--- config.mk ---
export PLATFORM = sky130hd
export DESIGN_NAME = lru_page_replacement_unit
export DESIGN_NICKNAME = d
export VERILOG_FILES = /design/src/rtl/lru_pkg.sv /design/src/rtl/lru_frame_table.sv /design/src/rtl/lru_seq.sv /design/src/rtl/lru_page_replacement_unit.sv
export VERILOG_INCLUDE_DIRS = /design/src /design/src/rtl
export SDC_FILE = /design/constraint.sdc
export NUM_CORES = 1
export LEC_CHECK = 0
export BUFFER_PORTS_ARGS = -buffer_cell sky130_fd_sc_hd__buf_4
export CORE_AREA = 8 8 249 227
export CTS_CLUSTER_DIAMETER = 30
export DETAILED_ROUTE_END_ITERATION = 8
export DIE_AREA = 0 0 257 235
export SLEW_MARGIN = 20
export SYNTH_ARGS = -nofsm -noshare
export SYNTH_HDL_FRONTEND = slang
export SYNTH_SLANG_ARGS = --single-unit
--- constraint.sdc ---
create_clock -name clk -period 5.15 [get_ports clk]
set_input_delay 1.03 -clock clk [delete_from_list [all_inputs] [get_ports clk]]
set_output_delay 1.03 -clock clk [all_outputs]
set_load 0.005 [all_outputs]
--- src/rtl/assert_macros.svh ---
// Assertion macros shared by the LRU replacement RTL.
// Expects signals named clk and arst_n in the module that uses them.
`ifndef ASSERT_MACROS_SVH
`define ASSERT_MACROS_SVH

// Clocked property, masked while reset is asserted.
`define ASSERT_CLK(lbl, prop, msg) \
	lbl: assert property (@(posedge clk) disable iff (!arst_n) prop) else $error(msg);

// Condition that must never be seen at a clock edge.
`define ASSERT_NEVER(lbl, expr, msg) \
	`ASSERT_CLK(lbl, !(expr), msg)

`endif

--- src/rtl/lru_pkg.sv ---
// Shared constants, types and helpers for the LRU page replacement unit.
// No dependencies.
package lru_pkg;

	localparam int MAX_FRAMES   = 8;
	localparam int PAGE_BITS    = 16;
	localparam int SLOT_W       = (MAX_FRAMES > 1) ? $clog2(MAX_FRAMES) : 1;
	localparam int RANK_W       = SLOT_W;
	localparam int CNT_W        = $clog2(MAX_FRAMES + 1);
	localparam int FAULT_W      = 32;
	localparam int CFG_W        = 4;
	localparam int IN_PAGE_W    = 16;
	localparam int OUT_SLOT_W   = 3;
	localparam int OUT_PAGE_W   = 16;
	localparam int FRAMES_RESET = (MAX_FRAMES < 8) ? MAX_FRAMES : 8;

	typedef logic [SLOT_W-1:0]    slot_t;
	typedef logic [RANK_W-1:0]    rank_t;
	typedef logic [CNT_W-1:0]     cnt_t;
	typedef logic [PAGE_BITS-1:0] page_t;
	typedef logic [FAULT_W-1:0]   fault_t;

	localparam fault_t FAULT_MAX = '1;

	typedef enum logic [1:0] {
		ST_IDLE,
		ST_SCAN,
		ST_UPDATE,
		ST_DONE
	} seq_state_t;

	// one frame as seen through the scan read port
	typedef struct packed {
		logic  valid;
		page_t page;
		rank_t rank;
	} frame_rd_t;

	// end-of-reference update command to the frame table
	typedef struct packed {
		logic  en;
		logic  promote;    // age out ranks above old_rank
		logic  load_page;  // write page into slot (fill or replace)
		slot_t slot;
		rank_t old_rank;
		rank_t new_rank;
		page_t page;
	} frame_wr_t;

	typedef struct packed {
		logic   was_fault;
		slot_t  slot;
		logic   evicted_valid;
		page_t  evicted_page;
		fault_t fault_count;
	} result_t;

	// zero acts as one, anything above the built size acts as the built size
	function automatic cnt_t clamp_frames(logic [CFG_W-1:0] v);
		if (v == '0)
			return cnt_t'(1);
		if (int'(v) > MAX_FRAMES)
			return cnt_t'(MAX_FRAMES);
		return cnt_t'(v);
	endfunction

endpackage

--- src/rtl/lru_frame_table.sv ---
// Frame table: page number, valid bit and recency rank per frame.
// Depends on lru_pkg. One scan read port, one update command per reference.
module lru_frame_table (
	input  logic               clk,
	input  logic               arst_n,
	input  logic               flush,
	input  lru_pkg::slot_t     rd_idx,
	output lru_pkg::frame_rd_t rd,
	input  lru_pkg::frame_wr_t wr
);

	logic [lru_pkg::MAX_FRAMES-1:0] valid_q;
	lru_pkg::page_t                 page_q [lru_pkg::MAX_FRAMES];
	lru_pkg::rank_t                 rank_q [lru_pkg::MAX_FRAMES];

	always_ff @(posedge clk or negedge arst_n) begin
		if (!arst_n) begin
			valid_q <= '0;
		end else if (flush) begin
			valid_q <= '0;
		end else if (wr.en) begin
			valid_q[wr.slot] <= 1'b1;
		end
	end

	always_ff @(posedge clk) begin
		if (wr.en && wr.load_page) begin
			page_q[wr.slot] <= wr.page;
		end
	end

	// rank update in parallel: on promote, ranks above the old one move down
	always_ff @(posedge clk) begin
		if (wr.en) begin
			for (int i = 0; i < lru_pkg::MAX_FRAMES; i++) begin
				if (lru_pkg::slot_t'(i) == wr.slot) begin
					rank_q[i] <= wr.new_rank;
				end else if (wr.promote && valid_q[i] && (rank_q[i] > wr.old_rank)) begin
					rank_q[i] <= rank_q[i] - lru_pkg::rank_t'(1);
				end
			end
		end
	end

	always_comb begin
		rd.valid = valid_q[rd_idx];
		rd.page  = page_q[rd_idx];
		rd.rank  = rank_q[rd_idx];
	end

endmodule

--- src/rtl/lru_seq.sv ---
// Reference sequencer: walks the frames one per cycle through a shared
// page/rank compare unit, then issues the table update. Depends on lru_pkg.
`include "assert_macros.svh"

module lru_seq (
	input  logic               clk,
	input  logic               arst_n,
	input  logic               start,
	input  lru_pkg::page_t     page_in,
	input  lru_pkg::cnt_t      frames,
	output logic               idle,
	output lru_pkg::slot_t     rd_idx,
	input  lru_pkg::frame_rd_t rd,
	output lru_pkg::frame_wr_t wr,
	input  logic               out_free,
	output logic               emit,
	output lru_pkg::result_t   res
);

	lru_pkg::seq_state_t state_q, state_d;

	lru_pkg::slot_t  idx_q;
	lru_pkg::page_t  page_q;
	lru_pkg::cnt_t   vcount_q;
	logic            hit_q;
	lru_pkg::slot_t  hit_slot_q;
	lru_pkg::rank_t  hit_rank_q;
	logic            empty_q;
	lru_pkg::slot_t  empty_slot_q;
	lru_pkg::rank_t  min_rank_q;
	lru_pkg::slot_t  min_slot_q;
	lru_pkg::page_t  min_page_q;
	lru_pkg::fault_t fault_q;
	lru_pkg::result_t res_q;

	// shared compare unit
	logic page_eq, rank_lt, last_frame;
	assign page_eq    = (rd.page == page_q);
	assign rank_lt    = (idx_q == '0) || (rd.rank < min_rank_q);
	assign last_frame = (lru_pkg::cnt_t'(idx_q) == (frames - lru_pkg::cnt_t'(1)));

	// decision at the end of the walk
	logic            replace;
	lru_pkg::slot_t  slot_sel;
	lru_pkg::fault_t fault_next;
	assign replace    = !hit_q && !empty_q;
	assign slot_sel   = hit_q ? hit_slot_q : (empty_q ? empty_slot_q : min_slot_q);
	assign fault_next = (!hit_q && (fault_q != lru_pkg::FAULT_MAX)) ?
		fault_q + lru_pkg::fault_t'(1) : fault_q;

	always_ff @(posedge clk or negedge arst_n) begin
		if (!arst_n) begin
			state_q <= lru_pkg::ST_IDLE;
			fault_q <= '0;
		end else begin
			state_q <= state_d;
			if (state_q == lru_pkg::ST_UPDATE) begin
				fault_q <= fault_next;
			end
		end
	end

	always_ff @(posedge clk) begin
		unique case (state_q)
			lru_pkg::ST_IDLE: begin
				if (start) begin
					page_q   <= page_in;
					idx_q    <= '0;
					vcount_q <= '0;
					hit_q    <= 1'b0;
					empty_q  <= 1'b0;
				end
			end
			lru_pkg::ST_SCAN: begin
				if (rd.valid) begin
					vcount_q <= vcount_q + lru_pkg::cnt_t'(1);
					if (!hit_q && page_eq) begin
						hit_q      <= 1'b1;
						hit_slot_q <= idx_q;
						hit_rank_q <= rd.rank;
					end
				end else if (!empty_q) begin
					empty_q      <= 1'b1;
					empty_slot_q <= idx_q;
				end
				if (rank_lt) begin
					min_rank_q <= rd.rank;
					min_slot_q <= idx_q;
					min_page_q <= rd.page;
				end
				idx_q <= idx_q + lru_pkg::slot_t'(1);
			end
			lru_pkg::ST_UPDATE: begin
				res_q.was_fault     <= !hit_q;
				res_q.slot          <= slot_sel;
				res_q.evicted_valid <= replace;
				res_q.evicted_page  <= replace ? min_page_q : '0;
				res_q.fault_count   <= fault_next;
			end
			lru_pkg::ST_DONE: begin
			end
			default: begin
			end
		endcase
	end

	always_comb begin
		state_d     = state_q;
		wr          = '0;
		wr.slot     = slot_sel;
		wr.page     = page_q;
		wr.old_rank = hit_q ? hit_rank_q : min_rank_q;
		if (hit_q)
			wr.new_rank = lru_pkg::rank_t'(vcount_q - lru_pkg::cnt_t'(1));
		else if (empty_q)
			wr.new_rank = lru_pkg::rank_t'(vcount_q);
		else
			wr.new_rank = lru_pkg::rank_t'(frames - lru_pkg::cnt_t'(1));
		emit = 1'b0;
		unique case (state_q)
			lru_pkg::ST_IDLE: begin
				if (start)
					state_d = lru_pkg::ST_SCAN;
			end
			lru_pkg::ST_SCAN: begin
				if (last_frame)
					state_d = lru_pkg::ST_UPDATE;
			end
			lru_pkg::ST_UPDATE: begin
				wr.en        = 1'b1;
				wr.promote   = hit_q || replace;
				wr.load_page = !hit_q;
				state_d      = lru_pkg::ST_DONE;
			end
			lru_pkg::ST_DONE: begin
				if (out_free) begin
					emit    = 1'b1;
					state_d = lru_pkg::ST_IDLE;
				end
			end
			default: state_d = lru_pkg::ST_IDLE;
		endcase
	end

	assign idle   = (state_q == lru_pkg::ST_IDLE);
	assign rd_idx = idx_q;
	assign res    = res_q;

	`ASSERT_CLK(a_scan_in_range, (state_q == lru_pkg::ST_SCAN) |-> (lru_pkg::cnt_t'(idx_q) < frames), "scan index past active frames")
	`ASSERT_CLK(a_start_scans, (idle && start) |=> (state_q == lru_pkg::ST_SCAN), "accepted reference did not start a walk")
	`ASSERT_NEVER(a_fault_down, fault_q < $past(fault_q), "fault total decreased")

endmodule

--- src/rtl/lru_page_replacement_unit.sv ---
// Top level of the LRU page replacement unit: stream ports, configuration
// register and result register. Depends on lru_pkg, lru_frame_table, lru_seq.
//
// Usage:
//  - s_* carries one page reference per transaction (s_tdata = page_number).
//  - m_* returns one result per reference: tuser flags the hit/fault kind and
//    whether a valid page was evicted; tdata carries slot, evicted page and
//    the running fault count.
//  - cfg_* writes frames_in_use (0 acts as 1, above 8 acts as 8). A write
//    empties all frames and keeps the fault total. cfg_ready is high only
//    while no reference is in the sequencer and no result is waiting; a
//    pending cfg write holds off s_tready, so the write goes first.
// Flow:
//  - A reference passes from acceptance to the result register through the
//    scan (one frame per cycle through the shared page/rank comparator), the
//    table update and the done state, which waits for the result register.
//  - s_tready is high only while the sequencer is idle, so one reference is
//    in flight at a time; the unit takes no new reference until the last one
//    has left the sequencer and it is back in idle.
//  - The result register parts the two sides: the next reference is taken
//    while a result waits; a stalled m_tready holds the finished result in the
//    sequencer until the register frees.
// Reset: arst_n clears all frames, the fault total and the handshakes, and
// sets frames_in_use to 8.
`include "assert_macros.svh"

module lru_page_replacement_unit (
	input  logic        clk,
	input  logic        arst_n,
	// reference stream
	input  logic        s_tvalid,
	output logic        s_tready,
	input  logic [15:0] s_tdata,   // [15:0] page_number
	// result stream
	output logic        m_tvalid,
	input  logic        m_tready,
	output logic [55:0] m_tdata,   // [2:0] frame_slot, [18:3] evicted_page,
	                               // [50:19] fault_count, [55:51] zero
	output logic [1:0]  m_tuser,   // [0] was_fault, [1] evicted_valid
	// configuration: frames_in_use
	input  logic        cfg_valid,
	output logic        cfg_ready,
	input  logic [3:0]  cfg_data
);

	lru_pkg::cnt_t      frames_q;
	logic               cfg_wr;
	logic               seq_idle, start, out_free, emit;
	lru_pkg::slot_t     rd_idx;
	lru_pkg::frame_rd_t rd;
	lru_pkg::frame_wr_t wr;
	lru_pkg::result_t   res;
	lru_pkg::result_t   out_q;
	logic               m_tvalid_q;

	// config only lands with nothing in flight
	assign cfg_ready = seq_idle && !m_tvalid_q;
	assign cfg_wr    = cfg_valid && cfg_ready;

	always_ff @(posedge clk or negedge arst_n) begin
		if (!arst_n) begin
			frames_q <= lru_pkg::cnt_t'(lru_pkg::FRAMES_RESET);
		end else if (cfg_wr) begin
			frames_q <= lru_pkg::clamp_frames(cfg_data);
		end
	end

	assign s_tready = seq_idle && !cfg_valid;
	assign start    = s_tvalid && s_tready;
	assign out_free = !m_tvalid_q || m_tready;

	lru_frame_table u_table (
		.clk    (clk),
		.arst_n (arst_n),
		.flush  (cfg_wr),
		.rd_idx (rd_idx),
		.rd     (rd),
		.wr     (wr)
	);

	lru_seq u_seq (
		.clk      (clk),
		.arst_n   (arst_n),
		.start    (start),
		.page_in  (lru_pkg::page_t'(s_tdata)),
		.frames   (frames_q),
		.idle     (seq_idle),
		.rd_idx   (rd_idx),
		.rd       (rd),
		.wr       (wr),
		.out_free (out_free),
		.emit     (emit),
		.res      (res)
	);

	// result register
	always_ff @(posedge clk or negedge arst_n) begin
		if (!arst_n) begin
			m_tvalid_q <= 1'b0;
		end else if (emit) begin
			m_tvalid_q <= 1'b1;
		end else if (m_tready) begin
			m_tvalid_q <= 1'b0;
		end
	end

	always_ff @(posedge clk) begin
		if (emit) begin
			out_q <= res;
		end
	end

	assign m_tvalid = m_tvalid_q;
	assign m_tuser  = {out_q.evicted_valid, out_q.was_fault};
	assign m_tdata  = {5'd0, out_q.fault_count,
		lru_pkg::OUT_PAGE_W'(out_q.evicted_page), lru_pkg::OUT_SLOT_W'(out_q.slot)};

	`ASSERT_CLK(a_hit_no_evict, (m_tvalid_q && !out_q.was_fault) |-> !out_q.evicted_valid, "hit reported an eviction")
	`ASSERT_CLK(a_slot_in_range, (m_tvalid_q && !cfg_wr) |-> (lru_pkg::cnt_t'(out_q.slot) < frames_q), "result slot beyond active frames")

endmodule

==> out/results.tsv, run 1 <==
stage	metric	value	unit
critical_path	CP startpoint kind	register	
power_and_ir_drop	switching share of power	24.29	%
place	Post-Place Worst Slack	1.265	ns
place	DPL Wire Length	21750	um
sta	Slew headroom	20.17	%
sta	fmax	0.2604	GHz
finish	ant diodes	0	
clock_network	postcts setup bufs	0	
global_routing	number of global-route vias before repair	8944	
detailed_routing	antenna-violating nets left	0	
floorplan	die width	257	um
sta	final worst path period share	74.56	%
critical_path	CP Capture Type	register	
yosys	post-synth top area cell	edfxtp_1	
global_routing	Total GRT Usage	10.91	%
floorplan	# rows	80	
clock_network	Clock Tree Buf Depth	3	
status	status	complete, no violations	
power_and_ir_drop	P_leak	7.053	nW
detailed_routing	DRT iter0 DRCs	508	
critical_path	WP data required	5.37	ns
detailed_routing	via count	8585	
global_routing	antenna violations before repair	0	
finish	fraction of layout cells with a size suffix above 1	23.69	%
flow_run	Max Cap Violations	0	
floorplan	DIE HEIGHT	235	um
sta	Worst Slack Setup Final	1.310	ns
finish	Finished Layout Cells	1900	
sta	RSZ-0062 raised after global routing	false	
finish	fillers	4835	
power_and_ir_drop	Peak VDD IR	288.9	uV
sta	final hold slack	0.4109	ns
yosys	register area share after synthesis	68.84	%
power_and_ir_drop	clock power share	52.5	%
power_and_ir_drop	PwrDens	493.3	mW/mm^2
power_and_ir_drop	combinational share of power	10.3	%
critical_path	Crit Path Max Fanout	29	
clock_network	CTS Sinks	363	
power_and_ir_drop	sequential share of power	37.1	%
yosys	synthesized area	0.01545	mm^2
yosys	Post-Synth XOR/XNOR Area	5.215	%
yosys	top_reg_cell synth	edfxtp_1	
clock_network	H-tree levels	3	
min_path	Hold WC Path Type	register to register	
yosys	most common cell in the netlist	edfxtp_1	
yosys	multiplexer share of the synthesized area	7.636	%
sta	clk_skew	0.03166	ns
detailed_routing	post-DR wirelength/cell	17.61	um
yosys	synth top area cells	edfxtp_1, dfrtp_1, ha_1	
yosys	Compound-Gate Fraction of Synth Area	3.919	%
detailed_routing	average vias per placed instance	4.518	
global_routing	pin count of the biggest net entering global routing	51	
critical_path	critical-path cell list	buf_4, mux2_2, o22ai_1, nor3_1, nor4b_1, nand4_1, or4b_4, nor3b_2	
clock_network	hold-fix buffer count after cts	0	
yosys	top post-synthesis cells by count	edfxtp_1, nand2_1, xnor2_1	
place	dpl cell area	0.01687	mm^2
power_and_ir_drop	P_int	0.007311	W
critical_path	crit path kind	register to register	
global_routing	GRT overflow	0	
yosys	area share of the largest cell type after synthesis	60.83	%
yosys	share of synthesized registers carrying an async set or reset	12.95	%
place	RD Place Congestion	0.7872	
finish	fin nets	1211	
clock_network	Inserted Clock Buffers	73	
yosys	Distinct cells, synth	56	
yosys	number of flops mapped to enable cells by yosys	313	
sta	fin. max-slew vios	0	
finish	Area growth, synth to finish	26.71	%
critical_path	delay of the slowest cell on the worst path	0.82	ns
floorplan	Core Footprint	0.05235	mm^2
detailed_routing	Post-Route WL	33460	um
sta	Worst-Margin Slew	1.197	ns
sta	final hold violations	0	
sta	Setup TNS	0	ns
detailed_routing	TritonRoute pass-1 iters	5	
clock_network	Clk pin slew, worst setup/hold paths	0.05	ns
place	PortBufs	80	
floorplan	I/O pin total	86	
critical_path	Critical Path AT	4.06	ns
floorplan	Initial Utilization	29.51	%
finish	Finished Cell Area	0.01958	mm^2
global_routing	first-pass GRT wire length	52140	um
yosys	largest family of logic cells by synthesized area	simple AND/OR/NAND/NOR gates	
yosys	Post-Synth Adder-Cell Area	3.563	%
yosys	Mapped Cells	1007	
clock_network	clk_lat worst skew	0.59	ns
sta	Final min period	3.840	ns
yosys	Mapped Avg Cell Area	15.34	um^2
clock_network	post-cts sizing count	0	
floorplan	die area	0.06040	mm^2
clock_network	CTS tree	done	
clock_network	CTS root buf	clkbuf_16	
critical_path	slowest CP cell	dfxtp_2	
yosys	yosys warns	0	
detailed_routing	DRC violations left	0	
place	Inst Count DP	1763	
yosys	simple-gate share of the synthesized area	8.203	%
yosys	number of synthesized register bits	363	
power_and_ir_drop	switching pwr	0.002346	W
sta	Final setup viols	0	
[through the flow]
stage	power, W	util (%)
after floorplan	0.004365	-
after global placement	0.004626	32.23
after detailed placement	0.004648	32.23
after CTS	0.009766	37.37
after global routing	0.01000	37.40
final	0.009657	37.40
[layer usage]
metal	track usage [%]	wire length (um)
met1	13.98	14800
met2	17.52	16020
met3	3.214	1945
met4	3.683	692
met5	0	0
[power groups by stage]
stage / clock network (W) / registers, W / logic [W]
floorplan: 0 / 0.00352 / 0.000848
global placement: 0 / 0.00364 / 0.000982
detailed placement: 0 / 0.00364 / 0.00100
CTS: 0.00516 / 0.00359 / 0.00101
global route: 0.00529 / 0.00360 / 0.00110
finish: 0.00507 / 0.00359 / 0.000999
[registers in the layout, indices dropped and copies added (netlist names), 2 cells and up, named ones only]
register	flops
frames_q	4
m_tdata	51
m_tuser	2
u_seq.empty_slot_q	3
u_seq.fault_q	32
u_seq.hit_rank_q	3
u_seq.hit_slot_q	3
u_seq.min_page_q	16
u_seq.min_rank_q	3
u_seq.min_slot_q	3
u_seq.page_q	16
u_seq.rd_idx	3
u_seq.res	53
u_seq.state_q	2
u_seq.vcount_q	3
u_table.page_q	128
u_table.rank_q	24
u_table.valid_q	8
[worst max-delay path: cells and delay by family, from the launching register on]
| family | cells | cell delay, ns |
|---|---|---|
| flip-flops | 1 | 0.82 |
| AND/OR/NAND/NOR | 5 | 1.55 |
| AO/OA/AOI/OAI | 1 | 0.22 |
| buffers and inverters | 1 | 0.48 |
| multiplexers | 1 | 0.39 |
[placed cells by master (no fill, tap or decap), drive strengths merged, types with 14 or more instances in the layout]
cell type / Yosys / layout
edfxtp: 313 / 313
buf: 23 / 94
clkbuf: 15 / 77
nand2: 60 / 60
xnor2: 59 / 59
inv: 42 / 59
nor2: 51 / 51
dfrtp: 46 / 46
ha: 44 / 44
xor2: 33 / 33
mux2i: 32 / 32
mux2: 28 / 28
and2: 27 / 27
clkinv: 0 / 25
a21oi: 24 / 24
nand3: 23 / 23
mux4: 23 / 23
o21ai: 18 / 18
nand4: 17 / 17
nor2b: 16 / 16
o21a: 16 / 16
nor3: 16 / 16
and3: 15 / 15
bufinv: 0 / 14
[layout make-up]
type,count,area [um^2],share of cell area (%)
timing repair buffer,94,713.2,3.643
sequential,363,10640,54.34
clock inverter,59,804.5,4.109
tap,697,872.1,4.454
inverter,42,157.7,0.8052
clock buffer,77,1884,9.624
multi-input combinational,568,4508,23.03
[worst paths after layout]
check / from / endpoint / slack (ns) / cells after the start
min in group asynchronous: arst_n / u_seq.fault_q[2] / 0.47 / 1
min: u_seq.res[11] / m_tdata[30] / 0.41 / 0
min reg2reg: u_seq.res[11] / m_tdata[30] / 0.41 / 0
max in group asynchronous: arst_n / u_seq.fault_q[24] / 4.25 / 1
max: register / u_seq.hit_slot_q[2] / 1.31 / 8
max reg2reg: register / u_seq.hit_slot_q[2] / 1.31 / 8
[kinds of logic after synthesis]
kind of cell	count (synthesis)
AO/OA/AOI/OAI	94
XOR/XNOR	92
adder cells (fa/ha/maj)	44
buffers and inverters	80
flip-flops	363
multiplexers	83
other	1
AND/OR/NAND/NOR	250
No activity file was read; power rests on OpenSTA's default activity.
==> run 2, diff against run 1 <==
Clock period 5.15 ns to 3.6 ns, I/O delays scaled along.
==> out/results.tsv, run 2 (synthesized netlist as in run 1, its figures left out) <==
stage	metric	value	unit
critical_path	crit path kind	register to register	
floorplan	DIE HEIGHT	235	um
place	Inst Count DP	1787	
place	dpl cell area	0.01706	mm^2
detailed_routing	antenna-violating nets left	0	
clock_network	post-cts sizing count	0	
finish	register with the most flip-flops	u_table.page_q	
detailed_routing	via count	8760	
detailed_routing	DRT iter0 DRCs	700	
floorplan	# rows	80	
finish	commonest cells after routing, fill and taps aside	edfxtp_1, buf_4, clkbuf_16	
critical_path	Crit Path Max Fanout	12	
detailed_routing	routed length on met1	15570	um
power_and_ir_drop	P_leak	7.109	nW
floorplan	die width	257	um
critical_path	RR Endpoint	u_seq.hit_slot_q[2]	
detailed_routing	TritonRoute pass-1 iters	4	
power_and_ir_drop	P_int	0.01066	W
detailed_routing	Post-Route WL	33350	um
flow_run	Max Cap Violations	0	
power_and_ir_drop	PwrDens	704.5	mW/mm^2
finish	fillers	4869	
floorplan	die area	0.06040	mm^2
power_and_ir_drop	sequential share of power	36.4	%
sta	Worst Slack Setup Final	0.1890	ns
sta	Setup TNS	0	ns
sta	final worst path period share	94.75	%
critical_path	Critical Path AT	3.63	ns
clock_network	clk_lat worst skew	0.59	ns
sta	RSZ-0062 raised after global routing	false	
finish	fin nets	1236	
place	PortBufs	80	
sta	fmax	0.2932	GHz
critical_path	register-to-register setup slack	0.19	ns
global_routing	Total GRT Usage	11.00	%
floorplan	Core Footprint	0.05235	mm^2
detailed_routing	met2 wire length	15390	um
sta	fin. max-slew vios	0	
critical_path	CP Capture Type	register	
finish	Finished Cell Area	0.01975	mm^2
finish	fraction of layout cells with a size suffix above 1	24.35	%
clock_network	CTS tree	done	
status	status	complete, no violations	
sta	Worst-Margin Slew	0.9777	ns
global_routing	antenna violations before repair	0	
power_and_ir_drop	Peak VDD IR	402.7	uV
clock_network	CTS Sinks	363	
finish	Storage cell area	0.01064	mm^2
global_routing	GRT overflow	0	
finish	ant diodes	0	
floorplan	Initial Utilization	29.51	%
power_and_ir_drop	combinational share of power	11.5	%
finish	commonest non-fill, non-tap cell in the layout	edfxtp_1	
min_path	Hold WC Path Type	input port to asynchronous set/reset pin	
clock_network	Clock Tree Buf Depth	3	
power_and_ir_drop	clock power share	52.1	%
sta	clk_skew	0.02404	ns
floorplan	I/O pin total	86	
place	RD Place Congestion	0.7823	
finish	Multi-input gate area	0.004477	mm^2
global_routing	first-pass GRT wire length	52580	um
detailed_routing	average vias per placed instance	4.551	
power_and_ir_drop	switching share of power	23.37	%
clock_network	hold-fix buffer count after cts	0	
place	Post-Place Worst Slack	0.2070	ns
sta	final hold slack	0.1560	ns
detailed_routing	DR WL met3	1807	um
sta	Slew headroom	34.38	%
sta	Final setup viols	0	
clock_network	H-tree levels	3	
detailed_routing	post-DR wirelength/cell	17.33	um
detailed_routing	highest layer used for signal routing	met4	
critical_path	WP data required	3.82	ns
finish	max reg flops	128	
finish	Finished Layout Cells	1925	
place	DPL Wire Length	22160	um
clock_network	Inserted Clock Buffers	75	
power_and_ir_drop	switching pwr	0.003253	W
clock_network	postcts setup bufs	0	
global_routing	number of global-route vias before repair	8999	
sta	Final min period	3.411	ns
detailed_routing	DRC violations left	0	
global_routing	pin count of the biggest net entering global routing	50	
critical_path	R2R depth	8	
sta	final hold violations	0	
critical_path	CP startpoint kind	register	
clock_network	CTS root buf	clkbuf_16	
clock_network	Clk pin slew, worst setup/hold paths	0.05	ns
finish	Area growth, synth to finish	27.82	%
run 2: layout make-up:
type | instances | area share [%]
clock buffer | 87 | 9.997
clock inverter | 51 | 3.624
inverter | 42 | 0.7982
multi-input combinational | 568 | 22.67
sequential | 363 | 53.86
tap | 697 | 4.416
timing repair buffer | 117 | 4.637
run 2: how the worst max path moves through the flow:
| stage | endpoint | slack (ns) | cells past startpoint |
|---|---|---|---|
| finish | u_seq.hit_slot_q[2] | 0.19 | 8 |
| global route | u_seq.hit_slot_q[1] | 0.008 | 8 |
| CTS | u_seq.hit_slot_q[2] | 0.18 | 8 |
| detailed placement | u_seq.hit_slot_q[2] | 0.21 | 8 |
| global placement | u_seq.hit_slot_q[1] | 0.30 | 8 |
| floorplan | u_table.page_q[0][0] | 0.22 | 5 |
run 2: metal layers:
layer / track usage, % / vias up
met5: 0 / -
met4: 3.512 / 0
met3: 3.161 / 50
met2: 16.88 / 214
met1: 14.87 / 4390
li1: - / 4106
run 2: power by group through the flow:
stage | clock (W) | combinational, W | sequential, W
3_3_place_gp | 0 | 0.00157 | 0.00514
6_report | 0.00724 | 0.00160 | 0.00507
2_1_floorplan | 0 | 0.00121 | 0.00503
5_1_grt | 0.00761 | 0.00177 | 0.00508
3_5_place_dp | 0 | 0.00161 | 0.00514
4_1_cts | 0.00739 | 0.00163 | 0.00507
run 2: worst max-delay path, stage by stage (launching register included):
cell	delay (ns)
dfxtp_2	0.55
buf_4	0.26
mux2_2	0.36
o22ai_1	0.20
nor3_1	0.08
nor4b_1	0.33
nand4_1	0.23
or4b_4	0.60
nor3b_2	0.43
run 2: per-stage QoR:
| stage | power (W) | util, % |
|---|---|---|
| 2_1_floorplan | 0.006244 | - |
| 3_3_place_gp | 0.006708 | 32.59 |
| 3_5_place_dp | 0.006754 | 32.59 |
| 4_1_cts | 0.01409 | 37.73 |
| 5_1_grt | 0.01445 | 37.73 |
| 6_report | 0.01391 | 37.73 |
==> run 3, diff against run 2 <==
Settings changed: ABC_CLOCK_PERIOD_IN_PS set to 3600, CORE_AREA 8 8 249 227 to 8 8 179 164, DIE_AREA 0 0 257 235 to 0 0 187 172, PLACE_DENSITY set to 0.78.
==> out/results.tsv, run 3 (synthesized netlist as in run 1, its figures left out) <==
stage	metric	value	unit
status	status	complete, no violations	
detailed_routing	post-DR wirelength/cell	20.24	um
critical_path	WP data required	3.81	ns
floorplan	Initial Utilization	58.40	%
finish	Area growth, synth to finish	21.78	%
global_routing	GRT overflow	0	
global_routing	GR Util met1	24.71	%
critical_path	Crit Path Max Fanout	24	
place	RD Place Congestion	0.8247	
global_routing	antenna violations before repair	1	
global_routing	first-pass GRT wire length	49180	um
global_routing	Total GRT Usage	19.44	%
clock_network	post-cts sizing count	2	
clock_network	CTS Sinks	363	
detailed_routing	via count	8824	
sta	fmax	0.2902	GHz
clock_network	CTS root buf	clkbuf_16	
finish	max reg flops	128	
flow_run	Max Cap Violations	0	
critical_path	CP Capture Type	register	
floorplan	die width	187	um
sta	clk_skew	0.02012	ns
sta	fin. max-slew vios	0	
finish	fin nets	1217	
detailed_routing	average vias per placed instance	5.689	
detailed_routing	antenna-violating nets left	0	
floorplan	# rows	57	
power_and_ir_drop	Peak VDD IR	386.9	uV
global_routing	number of global-route vias before repair	9076	
sta	Final setup viols	0	
clock_network	Clock Tree Buf Depth	3	
clock_network	clk_lat worst skew	0.56	ns
sta	Slew headroom	42.18	%
clock_network	postcts setup bufs	0	
critical_path	crit path kind	register to register	
detailed_routing	DRT iter0 DRCs	759	
floorplan	Core Footprint	0.02646	mm^2
floorplan	DIE HEIGHT	172	um
global_routing	pin count of the biggest net entering global routing	54	
sta	final hold violations	0	
sta	final worst path period share	95.72	%
power_and_ir_drop	overall power	0.01284	W
critical_path	CP startpoint kind	register	
critical_path	Critical Path AT	3.66	ns
clock_network	H-tree levels	2	
clock_network	CTS tree	done	
clock_network	hold-fix buffer count after cts	0	
detailed_routing	TritonRoute pass-1 iters	5	
detailed_routing	Post-Route WL	31390	um
place	PortBufs	80	
finish	ant diodes	0	
global_routing	gr busiest metal	met2	
place	DPL Wire Length	19680	um
finish	register with the most flip-flops	u_table.page_q	
power_and_ir_drop	P_leak	6.868	nW
detailed_routing	DRC violations left	0	
sta	final hold slack	0.1663	ns
global_routing	GR Util met3	5.121	%
finish	fraction of layout cells with a size suffix above 1	22.97	%
min_path	Hold WC Path Type	input port to asynchronous set/reset pin	
floorplan	I/O pin total	86	
power_and_ir_drop	PwrDens	682.3	mW/mm^2
clock_network	Inserted Clock Buffers	58	
sta	Final min period	3.446	ns
finish	commonest cells after routing, fill and taps aside	edfxtp_1, buf_4, nand2_1, clkbuf_16, xnor2_1	
floorplan	die area	0.03216	mm^2
clock_network	Clk pin slew, worst setup/hold paths	0.06	ns
finish	commonest non-fill, non-tap cell in the layout	edfxtp_1	
sta	Worst-Margin Slew	0.8615	ns
global_routing	M2 GR Usage	32.13	%
## run 3: cell types whose count changed in the layout (fill, tap and decap cells not counted), moves of 2 or more
cell and change:
clkbuf_16 -17, clkinv_2 -5, clkinv_1 -4, inv_8 +3, buf_12 -2, clkbuf_1 -2
## run 3: layout make-up
cell class	instances	area [um^2]
Sequential cell	363	10640
Inverter	42	157.7
Timing Repair Buffer	115	875.8
Fill cell	1567	7642
Clock inverter	42	698.2
Clock buffer	67	1528
Tap cell	354	442.9
Multi-Input combinational cell	568	4473
## run 3: worst max-delay path, cell delays in order, from the launching register on
cell and delay, ns:
dfxtp_2 0.48, buf_4 0.37, mux4_1 0.61, mux2_2 0.31, xnor2_1 0.23, nand4_1 0.15
or4b_4 0.59, nor3b_4 0.35
## run 3: metrics by stage
stage | TNS [ns] | instances | instance area, um^2 | utilization (%) | setup slack (ns)
after floorplan | 0 | 1011 | 15470 | - | 0.2240
after global placement | 0 | 1442 | 16580 | 62.67 | 0.1282
after detailed placement | 0 | 1442 | 16580 | 62.67 | 0.02552
after CTS | 0 | 1551 | 18810 | 71.09 | 0.09297
after global routing | -0.07035 | 1551 | 18820 | 71.12 | -0.02120
final | 0 | 1551 | 18820 | 71.12 | 0.1541
## run 3: layer usage
layer / routed length (um) / share of wire (%)
met1: 13220 / 42
met2: 15050 / 48
met3: 2429 / 7.7
met4: 688 / 2.2
met5: 0 / 0
## run 3: path summary, 6_finish.rpt
path	startpoint	end	slack, ns	depth (start not counted)
worst max-delay path	register	u_seq.hit_slot_q[0]	0.15	7
worst min-delay path	arst_n	u_seq.fault_q[5]	0.17	1
worst max register to register	register	u_seq.hit_slot_q[0]	0.15	7
worst min register to register	u_seq.res[33]	m_tdata[4]	0.41	0
max in group asynchronous	arst_n	u_table.valid_q[5]	2.98	1
min in group clk	s_tdata[13]	u_seq.page_q[13]	0.33	1
## run 3: where the power goes
group | total [W] | internal, W | switching [W]
registers | 0.00510 | 0.00490 | 0.000206
logic | 0.00153 | 0.000718 | 0.000817
clock network | 0.00620 | 0.00422 | 0.00198
total | 0.0128 | 0.00984 | 0.00300
